### config.mk
export PLATFORM = sky130hd
export DESIGN_NAME = cigar_genome_stepper_top_flat
export DESIGN_NICKNAME = d
export VERILOG_FILES = /design/src/sv/cgs_pkg.sv /design/src/sv/cgs_in_if.sv /design/src/sv/cgs_out_if.sv /design/src/sv/cgs_ctrl.sv /design/src/sv/cgs_datapath.sv /design/src/sv/cigar_genome_stepper_top.sv /design/src/flat_wrapper.sv
export SDC_FILE = /design/constraint.sdc
export NUM_CORES = 2
export LEC_CHECK = 0
export BUFFER_PORTS_ARGS = -buffer_cell sky130_fd_sc_hd__buf_2
export CORE_ASPECT_RATIO = 1.1
export CORE_MARGIN = 1
export CORE_UTILIZATION = 35
export CTS_CLUSTER_DIAMETER = 150
export CTS_CLUSTER_SIZE = 10
export DETAILED_ROUTE_END_ITERATION = 6
export GPL_ROUTABILITY_DRIVEN = 1
export PLACE_DENSITY = 0.57
export SLEW_MARGIN = 15
export SYNTH_ARGS = -nofsm -noshare
export SYNTH_HDL_FRONTEND = slang
export SYNTH_HIERARCHICAL = 1
export SYNTH_SLANG_ARGS = --single-unit
### constraint.sdc
create_clock -name clk -period 10.7 [get_ports clk]
set_clock_uncertainty 0.1 [all_clocks]
set_input_delay 2.14 -clock clk [delete_from_list [all_inputs] [get_ports clk]]
set_output_delay 2.14 -clock clk [all_outputs]
set_load 0.03 [all_outputs]
### src/sv/cgs_pkg.sv
package cgs_pkg;

	// field widths of the item and result channels
	localparam int OPER_W  = 2;
	localparam int CIGOP_W = 4;
	localparam int ELEN_W  = 28;
	localparam int RLEN_W  = 16;
	localparam int RPOS_W  = 17;
	localparam int GPOS_W  = 25;
	localparam int ERR_W   = 2;

	// defaults for the top level parameters
	localparam int MAX_ELEMENTS_DEF = 64;
	localparam int GENOME_WIDTH_DEF = 25;

	// item operation codes
	localparam logic [OPER_W-1:0] OP_BEGIN  = 2'd0;
	localparam logic [OPER_W-1:0] OP_APPEND = 2'd1;
	localparam logic [OPER_W-1:0] OP_STEP   = 2'd2;

	// cigar op codes
	localparam logic [CIGOP_W-1:0] CIG_M  = 4'd0;
	localparam logic [CIGOP_W-1:0] CIG_I  = 4'd1;
	localparam logic [CIGOP_W-1:0] CIG_D  = 4'd2;
	localparam logic [CIGOP_W-1:0] CIG_N  = 4'd3;
	localparam logic [CIGOP_W-1:0] CIG_S  = 4'd4;
	localparam logic [CIGOP_W-1:0] CIG_H  = 4'd5;
	localparam logic [CIGOP_W-1:0] CIG_P  = 4'd6;
	localparam logic [CIGOP_W-1:0] CIG_EQ = 4'd7;
	localparam logic [CIGOP_W-1:0] CIG_X  = 4'd8;
	// op reported when no element was stepped into
	localparam logic [CIGOP_W-1:0] CIG_NONE = 4'd0;

	// error codes
	localparam logic [ERR_W-1:0] ERR_NONE      = 2'd0;
	localparam logic [ERR_W-1:0] ERR_DEL_FIRST = 2'd1;
	localparam logic [ERR_W-1:0] ERR_FULL      = 2'd2;

	// controller to datapath commands
	typedef struct packed {
		logic capture;
		logic simple;
		logic read;
		logic eval;
	} ctrl_cmd_t;

	// datapath to controller status
	typedef struct packed {
		logic in_step;
		logic ev_term;
		logic ev_reread;
	} dp_status_t;

endpackage

### src/sv/cgs_in_if.sv
interface cgs_in_if;
	import cgs_pkg::*;

	logic                valid;
	logic                ready;
	logic [OPER_W-1:0]   operation;
	logic [CIGOP_W-1:0]  element_op;
	logic [ELEN_W-1:0]   element_length;
	logic [RLEN_W-1:0]   read_length;

	modport source (
		output valid, operation, element_op, element_length, read_length,
		input  ready
	);

	modport sink (
		input  valid, operation, element_op, element_length, read_length,
		output ready
	);

endinterface

### src/sv/cgs_out_if.sv
interface cgs_out_if;
	import cgs_pkg::*;

	logic                      valid;
	logic                      ready;
	logic                      past_end;
	logic [CIGOP_W-1:0]        step_op;
	logic signed [RPOS_W-1:0]  read_position;
	logic signed [GPOS_W-1:0]  genome_position;
	logic [ERR_W-1:0]          error_code;

	modport source (
		output valid, past_end, step_op, read_position, genome_position, error_code,
		input  ready
	);

	modport sink (
		input  valid, past_end, step_op, read_position, genome_position, error_code,
		output ready
	);

endinterface

### src/sv/cgs_ctrl.sv
module cgs_ctrl (
	input  logic                   clk,
	input  logic                   arst_n,
	input  logic                   in_valid,
	output logic                   in_ready,
	output logic                   out_valid,
	input  logic                   out_ready,
	output cgs_pkg::ctrl_cmd_t     cmd,
	input  cgs_pkg::dp_status_t    status
);
	import cgs_pkg::*;

	typedef enum logic [3:0] {
		S_IDLE   = 4'b0001,
		S_SIMPLE = 4'b0010,
		S_READ   = 4'b0100,
		S_EVAL   = 4'b1000
	} state_t;

	state_t state_q;
	state_t state_nxt;
	logic   out_valid_q;
	logic   slot_free;
	logic   load;

	assign slot_free = !out_valid_q || out_ready;
	assign in_ready  = (state_q == S_IDLE);
	assign out_valid = out_valid_q;
	assign load      = cmd.simple || (cmd.eval && status.ev_term);

	always_comb begin
		cmd       = '0;
		state_nxt = state_q;
		unique case (state_q)
			S_IDLE: begin
				if (in_valid) begin
					cmd.capture = 1'b1;
					state_nxt   = status.in_step ? S_READ : S_SIMPLE;
				end
			end
			S_SIMPLE: begin
				if (slot_free) begin
					cmd.simple = 1'b1;
					state_nxt  = S_IDLE;
				end
			end
			S_READ: begin
				cmd.read  = 1'b1;
				state_nxt = S_EVAL;
			end
			S_EVAL: begin
				if (slot_free) begin
					cmd.eval = 1'b1;
					if (status.ev_term) begin
						state_nxt = S_IDLE;
					end else if (status.ev_reread) begin
						state_nxt = S_READ;
					end
				end
			end
			default: begin
				state_nxt = S_IDLE;
			end
		endcase
	end

	always_ff @(posedge clk or negedge arst_n) begin
		if (!arst_n) begin
			state_q     <= S_IDLE;
			out_valid_q <= 1'b0;
		end else begin
			state_q <= state_nxt;
			if (load) begin
				out_valid_q <= 1'b1;
			end else if (out_ready) begin
				out_valid_q <= 1'b0;
			end
		end
	end

	a_load_into_free_slot: assert property (@(posedge clk) disable iff (!arst_n)
		load |-> slot_free)
		else $error("result loaded over an untaken result");

	a_one_item_at_a_time: assert property (@(posedge clk) disable iff (!arst_n)
		cmd.capture |=> !in_ready)
		else $error("item accepted while another is in progress");

	a_result_has_source: assert property (@(posedge clk) disable iff (!arst_n)
		$rose(out_valid_q) |-> $past(cmd.simple || cmd.eval))
		else $error("result raised without an executing command");

endmodule

### src/sv/cgs_datapath.sv
module cgs_datapath #(
	parameter int MAX_ELEMENTS = cgs_pkg::MAX_ELEMENTS_DEF,
	parameter int GENOME_WIDTH = cgs_pkg::GENOME_WIDTH_DEF
) (
	input  logic                              clk,
	input  logic                              arst_n,
	input  cgs_pkg::ctrl_cmd_t                cmd,
	output cgs_pkg::dp_status_t               status,
	input  logic [cgs_pkg::OPER_W-1:0]        operation,
	input  logic [cgs_pkg::CIGOP_W-1:0]       element_op,
	input  logic [cgs_pkg::ELEN_W-1:0]        element_length,
	input  logic [cgs_pkg::RLEN_W-1:0]        read_length,
	output logic                              past_end,
	output logic [cgs_pkg::CIGOP_W-1:0]       step_op,
	output logic signed [cgs_pkg::RPOS_W-1:0] read_position,
	output logic signed [cgs_pkg::GPOS_W-1:0] genome_position,
	output logic [cgs_pkg::ERR_W-1:0]         error_code
);
	import cgs_pkg::*;

	localparam int AW      = (MAX_ELEMENTS > 1) ? $clog2(MAX_ELEMENTS) : 1;
	localparam int CW      = $clog2(MAX_ELEMENTS + 1);
	localparam int GW      = GENOME_WIDTH;
	localparam int OFFW    = ELEN_W + 1;
	localparam int ENTRY_W = CIGOP_W + ELEN_W;
	localparam int RSUM_W  = ELEN_W + 2;
	localparam int GEXT_W  = 64;
	localparam int READ_MAX = 65535;
	localparam logic [CW-1:0]        CNT_FULL = CW'(MAX_ELEMENTS);
	localparam logic signed [GW-1:0] GEN_MAX  = {1'b0, {(GW-1){1'b1}}};

	// saturating add onto the read cursor
	function automatic logic signed [RPOS_W-1:0] read_add(
		input logic signed [RPOS_W-1:0] cur,
		input logic [ELEN_W-1:0]        n
	);
		logic [RSUM_W-1:0] s;
		s = {{(RSUM_W-RPOS_W){cur[RPOS_W-1]}}, cur} + {{(RSUM_W-ELEN_W){1'b0}}, n};
		if (!s[RSUM_W-1] && (s > RSUM_W'(READ_MAX))) begin
			return RPOS_W'(READ_MAX);
		end
		return s[RPOS_W-1:0];
	endfunction

	// low bits of the sign-extended genome cursor
	function automatic logic signed [GPOS_W-1:0] gen_port(input logic signed [GW-1:0] g);
		logic [GEXT_W-1:0] ext;
		ext = {{(GEXT_W-GW){g[GW-1]}}, g};
		return ext[GPOS_W-1:0];
	endfunction

	// captured item
	logic [OPER_W-1:0]  oper_q;
	logic [CIGOP_W-1:0] eop_q;
	logic [ELEN_W-1:0]  elen_q;
	logic [RLEN_W-1:0]  rlen_q;

	// element table and its read register
	logic [ENTRY_W-1:0] elem_mem [MAX_ELEMENTS];
	logic [ENTRY_W-1:0] rd_q;
	logic [CIGOP_W-1:0] e_op;
	logic [ELEN_W-1:0]  e_len;

	// walk state
	logic [CW-1:0]             cnt_q;
	logic [CW-1:0]             idx_q;
	logic                      idx_none_q;
	logic [OFFW-1:0]           off_q;      // offset in element plus one
	logic signed [RPOS_W-1:0]  read_q;
	logic signed [GW-1:0]      gen_q;
	logic [RLEN_W-1:0]         stored_q;

	// result register
	logic                      past_q;
	logic [CIGOP_W-1:0]        op_out_q;
	logic signed [RPOS_W-1:0]  rpos_q;
	logic signed [GPOS_W-1:0]  gpos_q;
	logic [ERR_W-1:0]          err_q;

	// one evaluation step
	logic                      full;
	logic                      adv;
	logic [CW-1:0]             nxt_idx;
	logic signed [GW-1:0]      gen_bump;
	logic                      ev_term;
	logic                      ev_reread;
	logic                      ev_past;
	logic [CIGOP_W-1:0]        ev_op;
	logic [ERR_W-1:0]          ev_err;
	logic [CW-1:0]             ev_idx;
	logic                      ev_none;
	logic [OFFW-1:0]           ev_off;
	logic signed [RPOS_W-1:0]  ev_read;
	logic signed [GW-1:0]      ev_gen;

	assign e_op     = rd_q[ENTRY_W-1 -: CIGOP_W];
	assign e_len    = rd_q[ELEN_W-1:0];
	assign full     = (cnt_q == CNT_FULL);
	assign nxt_idx  = idx_none_q ? '0 : idx_q + 1'b1;
	assign adv      = idx_none_q || (idx_q >= cnt_q) || (off_q >= {1'b0, e_len});
	assign gen_bump = (gen_q < GEN_MAX) ? gen_q + 1'b1 : gen_q;

	always_comb begin
		ev_term   = 1'b0;
		ev_reread = 1'b0;
		ev_past   = 1'b0;
		ev_op     = CIG_NONE;
		ev_err    = ERR_NONE;
		ev_idx    = idx_q;
		ev_none   = idx_none_q;
		ev_off    = off_q;
		ev_read   = read_q;
		ev_gen    = gen_q;
		if (adv) begin
			if (nxt_idx < cnt_q) begin
				// enter the next element
				ev_idx    = nxt_idx;
				ev_none   = 1'b0;
				ev_off    = '0;
				ev_reread = 1'b1;
			end else begin
				// ran off the end of the cigar
				ev_idx  = '0;
				ev_none = 1'b1;
				ev_off  = OFFW'(1);
				ev_read = {1'b0, stored_q};
				ev_gen  = gen_bump;
				ev_term = 1'b1;
				ev_past = 1'b1;
			end
		end else begin
			ev_off = off_q + 1'b1;
			unique case (e_op)
				CIG_I, CIG_S: begin
					ev_off  = {1'b0, e_len} + 1'b1;
					ev_read = read_add(read_q, e_len);
				end
				CIG_D: begin
					ev_err  = read_q[RPOS_W-1] ? ERR_DEL_FIRST : ERR_NONE;
					ev_gen  = gen_bump;
					ev_term = 1'b1;
					ev_op   = e_op;
				end
				CIG_N: begin
					ev_gen  = gen_bump;
					ev_term = 1'b1;
					ev_op   = e_op;
				end
				CIG_M, CIG_EQ, CIG_X: begin
					ev_read = read_add(read_q, ELEN_W'(1));
					ev_gen  = gen_bump;
					ev_term = 1'b1;
					ev_op   = e_op;
				end
				default: begin
					// hard clips, padding and unknown ops are skipped whole
					ev_off = {1'b0, e_len} + 1'b1;
				end
			endcase
		end
	end

	assign status.in_step   = (operation == OP_STEP);
	assign status.ev_term   = ev_term;
	assign status.ev_reread = ev_reread;

	always_ff @(posedge clk) begin
		if (cmd.capture) begin
			oper_q <= operation;
			eop_q  <= element_op;
			elen_q <= element_length;
			rlen_q <= read_length;
		end
	end

	always_ff @(posedge clk) begin
		if (cmd.simple && (oper_q == OP_APPEND) && !full) begin
			elem_mem[cnt_q[AW-1:0]] <= {eop_q, elen_q};
		end
		if (cmd.read) begin
			rd_q <= elem_mem[idx_q[AW-1:0]];
		end
	end

	always_ff @(posedge clk or negedge arst_n) begin
		if (!arst_n) begin
			cnt_q      <= '0;
			idx_q      <= '0;
			idx_none_q <= 1'b1;
			off_q      <= OFFW'(1);
			read_q     <= '1;
			gen_q      <= '1;
			stored_q   <= '0;
		end else if (cmd.simple) begin
			unique case (oper_q)
				OP_BEGIN: begin
					cnt_q      <= '0;
					idx_q      <= '0;
					idx_none_q <= 1'b1;
					off_q      <= OFFW'(1);
					read_q     <= '1;
					gen_q      <= '1;
					stored_q   <= rlen_q;
				end
				OP_APPEND: begin
					if (!full) begin
						cnt_q <= cnt_q + 1'b1;
					end
				end
				default: begin
				end
			endcase
		end else if (cmd.eval) begin
			idx_q      <= ev_idx;
			idx_none_q <= ev_none;
			off_q      <= ev_off;
			read_q     <= ev_read;
			gen_q      <= ev_gen;
		end
	end

	always_ff @(posedge clk) begin
		if (cmd.simple) begin
			past_q   <= 1'b0;
			op_out_q <= CIG_NONE;
			if (oper_q == OP_BEGIN) begin
				rpos_q <= '1;
				gpos_q <= '1;
			end else begin
				rpos_q <= read_q;
				gpos_q <= gen_port(gen_q);
			end
			err_q <= ((oper_q == OP_APPEND) && full) ? ERR_FULL : ERR_NONE;
		end else if (cmd.eval && ev_term) begin
			past_q   <= ev_past;
			op_out_q <= ev_op;
			rpos_q   <= ev_read;
			gpos_q   <= gen_port(ev_gen);
			err_q    <= ev_err;
		end
	end

	assign past_end        = past_q;
	assign step_op         = op_out_q;
	assign read_position   = rpos_q;
	assign genome_position = gpos_q;
	assign error_code      = err_q;

	a_index_in_table: assert property (@(posedge clk) disable iff (!arst_n)
		!idx_none_q |-> (idx_q < cnt_q))
		else $error("walk index beyond filled table");

	a_count_bounded: assert property (@(posedge clk) disable iff (!arst_n)
		cnt_q <= CNT_FULL)
		else $error("element count beyond table depth");

	a_read_cursor_floor: assert property (@(posedge clk) disable iff (!arst_n)
		read_q >= -17'sd1)
		else $error("read cursor below minus one");

endmodule

### src/sv/cigar_genome_stepper_top.sv
// channel  | modport | transfer moves
// ---------+---------+-----------------------------------------------------------
// item     | sink    | operation, element_op, element_length, read_length
// result   | source  | past_end, step_op, read_position, genome_position, error_code
//
// begin, append and unused codes go through capture, then a load of the result register
// a step goes through capture, a table read and an evaluation; each element entered adds
// a read and an evaluation, and each whole insertion, clip, padding or unknown-op element
// consumed adds an evaluation (single table read port); reset clears counters, sets the
// cursors to minus one and leaves the table, only filled entries are evaluated; a new item
// is taken while a result waits; execute and evaluation steps stall while it is untaken
module cigar_genome_stepper_top #(
	parameter int MAX_ELEMENTS = cgs_pkg::MAX_ELEMENTS_DEF,
	parameter int GENOME_WIDTH = cgs_pkg::GENOME_WIDTH_DEF
) (
	input logic       clk,
	input logic       arst_n,
	cgs_in_if.sink    item,
	cgs_out_if.source result
);
	import cgs_pkg::*;

	ctrl_cmd_t  cmd;
	dp_status_t status;

	// sequencer: one item at a time, output register decoupled
	cgs_ctrl u_ctrl (
		.clk       (clk),
		.arst_n    (arst_n),
		.in_valid  (item.valid),
		.in_ready  (item.ready),
		.out_valid (result.valid),
		.out_ready (result.ready),
		.cmd       (cmd),
		.status    (status)
	);

	// element table, walk cursors and result register
	cgs_datapath #(
		.MAX_ELEMENTS (MAX_ELEMENTS),
		.GENOME_WIDTH (GENOME_WIDTH)
	) u_datapath (
		.clk             (clk),
		.arst_n          (arst_n),
		.cmd             (cmd),
		.status          (status),
		.operation       (item.operation),
		.element_op      (item.element_op),
		.element_length  (item.element_length),
		.read_length     (item.read_length),
		.past_end        (result.past_end),
		.step_op         (result.step_op),
		.read_position   (result.read_position),
		.genome_position (result.genome_position),
		.error_code      (result.error_code)
	);

endmodule

### src/flat_wrapper.sv
// flat-port wrapper written by rule: the top's interface ports become plain ports
module cigar_genome_stepper_top_flat import cgs_pkg::*;
#(
	parameter int MAX_ELEMENTS = cgs_pkg::MAX_ELEMENTS_DEF,
	parameter int GENOME_WIDTH = cgs_pkg::GENOME_WIDTH_DEF
)
  (clk, arst_n, item_valid, item_operation, item_element_op, item_element_length, item_read_length, item_ready, result_valid, result_past_end, result_step_op, result_read_position, result_genome_position, result_error_code, result_ready);
  cgs_in_if item_i ();
  cgs_out_if result_i ();
  input logic clk;
  input logic arst_n;
  input wire logic [$bits(item_i.valid)-1:0] item_valid;
  input wire logic [$bits(item_i.operation)-1:0] item_operation;
  input wire logic [$bits(item_i.element_op)-1:0] item_element_op;
  input wire logic [$bits(item_i.element_length)-1:0] item_element_length;
  input wire logic [$bits(item_i.read_length)-1:0] item_read_length;
  output wire logic [$bits(item_i.ready)-1:0] item_ready;
  output wire logic [$bits(result_i.valid)-1:0] result_valid;
  output wire logic [$bits(result_i.past_end)-1:0] result_past_end;
  output wire logic [$bits(result_i.step_op)-1:0] result_step_op;
  output wire logic [$bits(result_i.read_position)-1:0] result_read_position;
  output wire logic [$bits(result_i.genome_position)-1:0] result_genome_position;
  output wire logic [$bits(result_i.error_code)-1:0] result_error_code;
  input wire logic [$bits(result_i.ready)-1:0] result_ready;
  assign item_i.valid = item_valid;
  assign item_i.operation = item_operation;
  assign item_i.element_op = item_element_op;
  assign item_i.element_length = item_element_length;
  assign item_i.read_length = item_read_length;
  assign item_ready = item_i.ready;
  assign result_valid = result_i.valid;
  assign result_past_end = result_i.past_end;
  assign result_step_op = result_i.step_op;
  assign result_read_position = result_i.read_position;
  assign result_genome_position = result_i.genome_position;
  assign result_error_code = result_i.error_code;
  assign result_i.ready = result_ready;
  cigar_genome_stepper_top #(.MAX_ELEMENTS(MAX_ELEMENTS), .GENOME_WIDTH(GENOME_WIDTH)) u_core (.clk(clk), .arst_n(arst_n), .item(item_i), .result(result_i));
endmodule
# == Word-level counts from Yosys, hierarchy flattened ==
# Memory sizes are Yosys's and may differ from the RTL's. A register that Yosys moved wholly into a read port is not among the register bits.
# Cells that the tools add are included.
# op_classes
addsub,7
order_cmp,6
n_eq_ne,19
mux,76
reduce_logical,29
# op_table
operator,count
$mux W25,9
$mux W17,11
$mux W29,5
$gt A30 B16 Y1 const B,2
$mux W7,7
$pmux W17 S2,1
$add A17 B29 Y30,1
$mux W1,30
$add A28 B1 Y29 const B,1
$add A29 B1 Y29 const B,1
$ge A29 B28 Y1,1
$mux W4,7
$add A25 B1 Y25 const B,1
$lt A25 B25 Y1 const B,1
$add A17 B2 Y18 const B,1
$pmux W4 S4,1
$add A7 B1 Y7 const B,2
$pmux W7 S2,1
$eq A4 B2 Y1 const B,3
$eq A4 B3 Y1 const B,3
$ne A2 B2 Y1 const B,5
$reduce_bool A2 Y1,5
$eq A4 B1 Y1 const B,2
$eq A4 B4 Y1 const B,2
19 further kinds,34
# totals
ff_bits,206
ram_bits,2048
out_inout_bits,51
memories,1
# mem_list
name,words,word_bits,read_ports,rd_clocked_by_memory_dff,write_ports,line_no,text
u_core.u_datapath.elem_mem,64,32,1,1,1,cgs_datapath.sv:59,logic [ENTRY_W-1:0] elem_mem [MAX_ELEMENTS];

# == Logic depth before layout (Yosys ltp) ==
# logic_depth
word_depth,11
mapped_depth,18
mapped_depth_nobuf,14

# == Modules after synthesis ==
# The synthesis kept the hierarchy.
# modules_own_cells
module,instances,cells_each,area_each_um2
cgs_datapath,1,4558,92642.6
cgs_ctrl,1,37,366.6

# == Worst setup path after synthesis ==
# Ideal clock, no wire load.
# synth_timing
path_type,in2reg
from,input result_ready
to,"memory u_core/u_datapath/elem_mem[62][0] in the netlist's numbering, enable pin"
setup_time_ns,0.421
arrival_ns,5.491
required_ns,10.179
path_slack_ns,4.688
stages,10
n_path_buf,1
path_cell_list,nor2b_1 -> or3_1 -> nor3_1 -> buf_1 -> clkinv_1 -> nor2_1 -> nand2_1 -> nor3_1 -> nand3_1 -> nor2_1
# synth_rtl
element,line_no,text
start: declaration,flat_wrapper.sv:24,input wire logic [$bits(result_i.ready)-1:0] result_ready;
end: declaration,cgs_datapath.sv:59,

==> summary.md <==
| Metric | Value |
|---|---|
| Outcome | finished, final reports clean |
| Area delta synth->final | 13.76% |
| Worst Tran Pin Value | ~1.2 ns |
| Fillcell total | ~23,000 |
| Total GRT Usage | 18.18% |
| Critical path, cell by cell | buf_2 -> nor2b_1 -> or3_1 -> nor3_2 -> buf_4 -> clkinv_1 -> buf_4 -> nor2_1 -> nand2_1 -> nor3_1 -> nand2_1 -> nor2_4 |
| Final-report setup violation count | 0 |
| Main combinational cell family by area after synthesis | multiplexers |
| Unrepaired setup endpoints after global routing | no |
| Worst path top cell family by delay | simple AND/OR/NAND/NOR gates |
| Hold depth | 1 |
| Relative slew margins | between 10% and 20% |
| Number of global-route vias before repair | 46,920 |
| CTS H-tree lvls | 5 |
| Fin area | 105,800 um2 |
| Crit start category | primary input |
| Synth Area in Simple Gates | between 3 and 4% |
| Met3 global-route usage | 2.771% |
| Worst setup margin | about 4.3 ns |
| Total Wirelength | approximately 240 mm |
| Residual DRC | 0 |
| Leak Pwr | around 0.032 uW |
| Root Buffer | clkbuf_16 |
| Post-synth EDFFs | around 2,200 |
| Top cells by count, synth | edfxtp_1, mux4_2, nor2_1 |
| Max-cap check violation count | 0 |
| Count leader, synth | edfxtp_1 |
| Worst-path clk slew | 0.05 ns |
| Netlist cell types | 102 |
| Nets | a little under 5,000 |
| Largest area contributor in the netlist | edfxtp_1 |
| Mapped Cells | approximately 4,600 |
| CP required | between 10 and 15 ns |
| Layout cells sized above 1 | about 28% |
| Post-Synthesis Net Count | around 4,700 |
| WP depth | 12 |
| Post-CTS Resized | 0 |
| Power density over the cells | roughly 200 nW/um2 |
| Global route overflow | 0 |
| GRT met2 Usage | 28.10% |
| Critical path fanouts, max | 40 |
| Fmax achieved | 0.1554 GHz |
| Yosys reg bits | ~2,300 |
| Initial DRC count | between 5,000 and 6,000 |
| Synth area leaders | edfxtp_1, mux4_2, dfrtp_1, dfstp_2, ha_1 |
| CTS tree | built |
| Grt peak-use layer | met2 |
| Largest net degree at the start of global routing | 134 |
| Die X | approximately 490 um |
| Sequential share of the synthesized area | between 70% and 80% |
| Ys Warns | 6 |
| Mapped Area | around 93,000 um2 |
| Final hold violations | 0 |
| TNS Setup | 0 ns |
| Max-slew violation count | 0 |
| Crit path DAT | around 7 ns |
| Setup Fix Bufs, Post-CTS | 0 |
| Total die area | approximately 270,000 um2 |
| Post-Synth XOR/XNOR Area | less than 1% |
| ANT nets after route | 0 |
| Post-synthesis adder-cell area fraction | under 10% |
| CTS buffer count | 278 |
| Slowest stage delay, CP | around 1.2 ns |
| Drt wl/cell | slightly below 30 um |
| Critical path type | in -> reg |
| Initial antenna violation count | 23 |
| CTS Buffer Depth | 4 |
| PortBufs | about 100 |
| Detailed placement HPWL | ~150 mm |
| R2R cell count | 10 |
| DP Area | between 90,000 and 100,000 um2 |
| Worst setup EP type | flip-flop |
| Top_reg_cell synth | edfxtp_1 |
| Place WS | ~3.5 ns |
| Asr flop ratio synth | 4.681% |
| Synth top area share | 70.19% |
| I/O pins | 105 |
| Die Ht | approximately 540 um |
| Routed via count | between 40,000 and 50,000 |
| GP Congestion | 0.8929 |
| Starting Density | 35.19% |
| First-pass GRT wire length | ~350 mm |
| # hold bufs at CTS | 0 |
| CP Buf/Inv Count | 4 |
| Hold WS | approximately 0.38 ns |
| Worst-skew pair later-pin latency | between 0.9 and 1 ns |
| Row Count | 198 |
| Util after Layout | 40.03% |
| Synth Area per Inst | 20.24 um2 |
| Detailed-route vias per instance | 5.649 |
| Worst vdd ir | between 0.1 and 0.15 mV |
| Post-synthesis compound-gate area fraction | between 3 and 4% |
| Final period utilization | 60.15% |
| GRT met1 Usage | 26.30% |
| CORE AREA | 264,300 um2 |
| CP max-delay cell | nor2_4 |
| Clock Sinks | 2,286 |
| Pre-Repair DR Iteration Count | 6 |
| Tmin final | ~6.4 ns |
| Mux cell area share after synthesis | 16.70% |
| HP Class | reg -> reg |
-- placed cells by master (no fill, tap or decap), drive strengths merged, types with 30 or more instances in the layout --
cell	count
o22ai	45
nor3	52
a21oi	121
xnor2	61
nand3	67
nor2	233
dfstp	45
edfxtp	2174
dfrtp	62
mux4	672
a21o	30
buf	208
clkbuf	330
nand2	129
o21ai	110
inv	67
ha	77
-- final cells by class --
class                           count  area, um2  share of cell area (%)
Sequential cell                  2286      68130                   64.39
Multi-Input combinational cell   1993      24160                   22.83
Clock buffer                      330       7301                   6.900
Tap cell                         3500       4379                   4.139
Timing Repair Buffer              208       1499                   1.417
Inverter                           67      251.5                  0.2377
Clock inverter                      7      72.57                 0.06858
Antenna cell                        6      15.01                 0.01419
-- metrics by stage --
step,total power (uW),std cells
after floorplan,12240,4595
after global placement,13100,8047
after detailed placement,13160,8051
after CTS,21230,8388
after global routing,21760,8392
final,21080,8397
-- final timing paths --
| path | startpoint | endpoint | slack (ns) |
|---|---|---|---|
| setup / recovery | result_ready | u_core/u_datapath/elem_mem[41][10] | 4.26 |
| hold / removal | u_core/u_datapath/rlen_q[2] | u_core/u_datapath/stored_q[2] | 0.38 |
| setup reg to reg | u_core/u_ctrl/state_q[3] | u_core/u_datapath/elem_mem[41][10] | 5.10 |
| hold reg to reg | u_core/u_datapath/rlen_q[2] | u_core/u_datapath/stored_q[2] | 0.38 |
| max in group asynchronous | arst_n | u_core/u_datapath/off_q[3] | 7.94 |
| min in group asynchronous | arst_n | u_core/u_datapath/off_q[12] | 1.17 |
-- kinds of logic after synthesis --
family | Yosys count
muxes | 710
adders and majority gates | 78
AOI/OAI and AO/OA | 510
buffers and inverters | 316
DFF | 2286
and+or+nand+nor | 618
xor gates and xnor gates | 77
-- sequential cells by signal, indices dropped and copies added, names as in the netlist, 4 cells and up --
signal,cells
u_core/u_datapath/elem_mem,2048
u_core/u_datapath/rd_q,32
u_core/u_datapath/off_q,29
u_core/u_datapath/elen_q,28
u_core/u_datapath/gen_q,25
u_core/u_datapath/genome_position,25
u_core/u_datapath/read_position,17
u_core/u_datapath/read_q,17
u_core/u_datapath/rlen_q,16
u_core/u_datapath/stored_q,16
u_core/u_datapath/cnt_q,7
u_core/u_datapath/idx_q,7
u_core/u_ctrl/state_q,4
u_core/u_datapath/eop_q,4
u_core/u_datapath/step_op,4
-- where the power goes --
part	leakage [uW]	internal (uW)	switching (uW)
clock network	0.00360	4740	3330
logic	0.00773	631	1660
registers	0.0209	10500	257
total	0.0322	15800	5250
-- per-layer routing --
layer	vias to the layer above	part of all wire, %
met2	1990	47
met3	390	7.3
met5	-	0
met4	0	3.1
li1	19580	-
met1	25470	43
No activity file was read; power rests on OpenSTA's default activity.
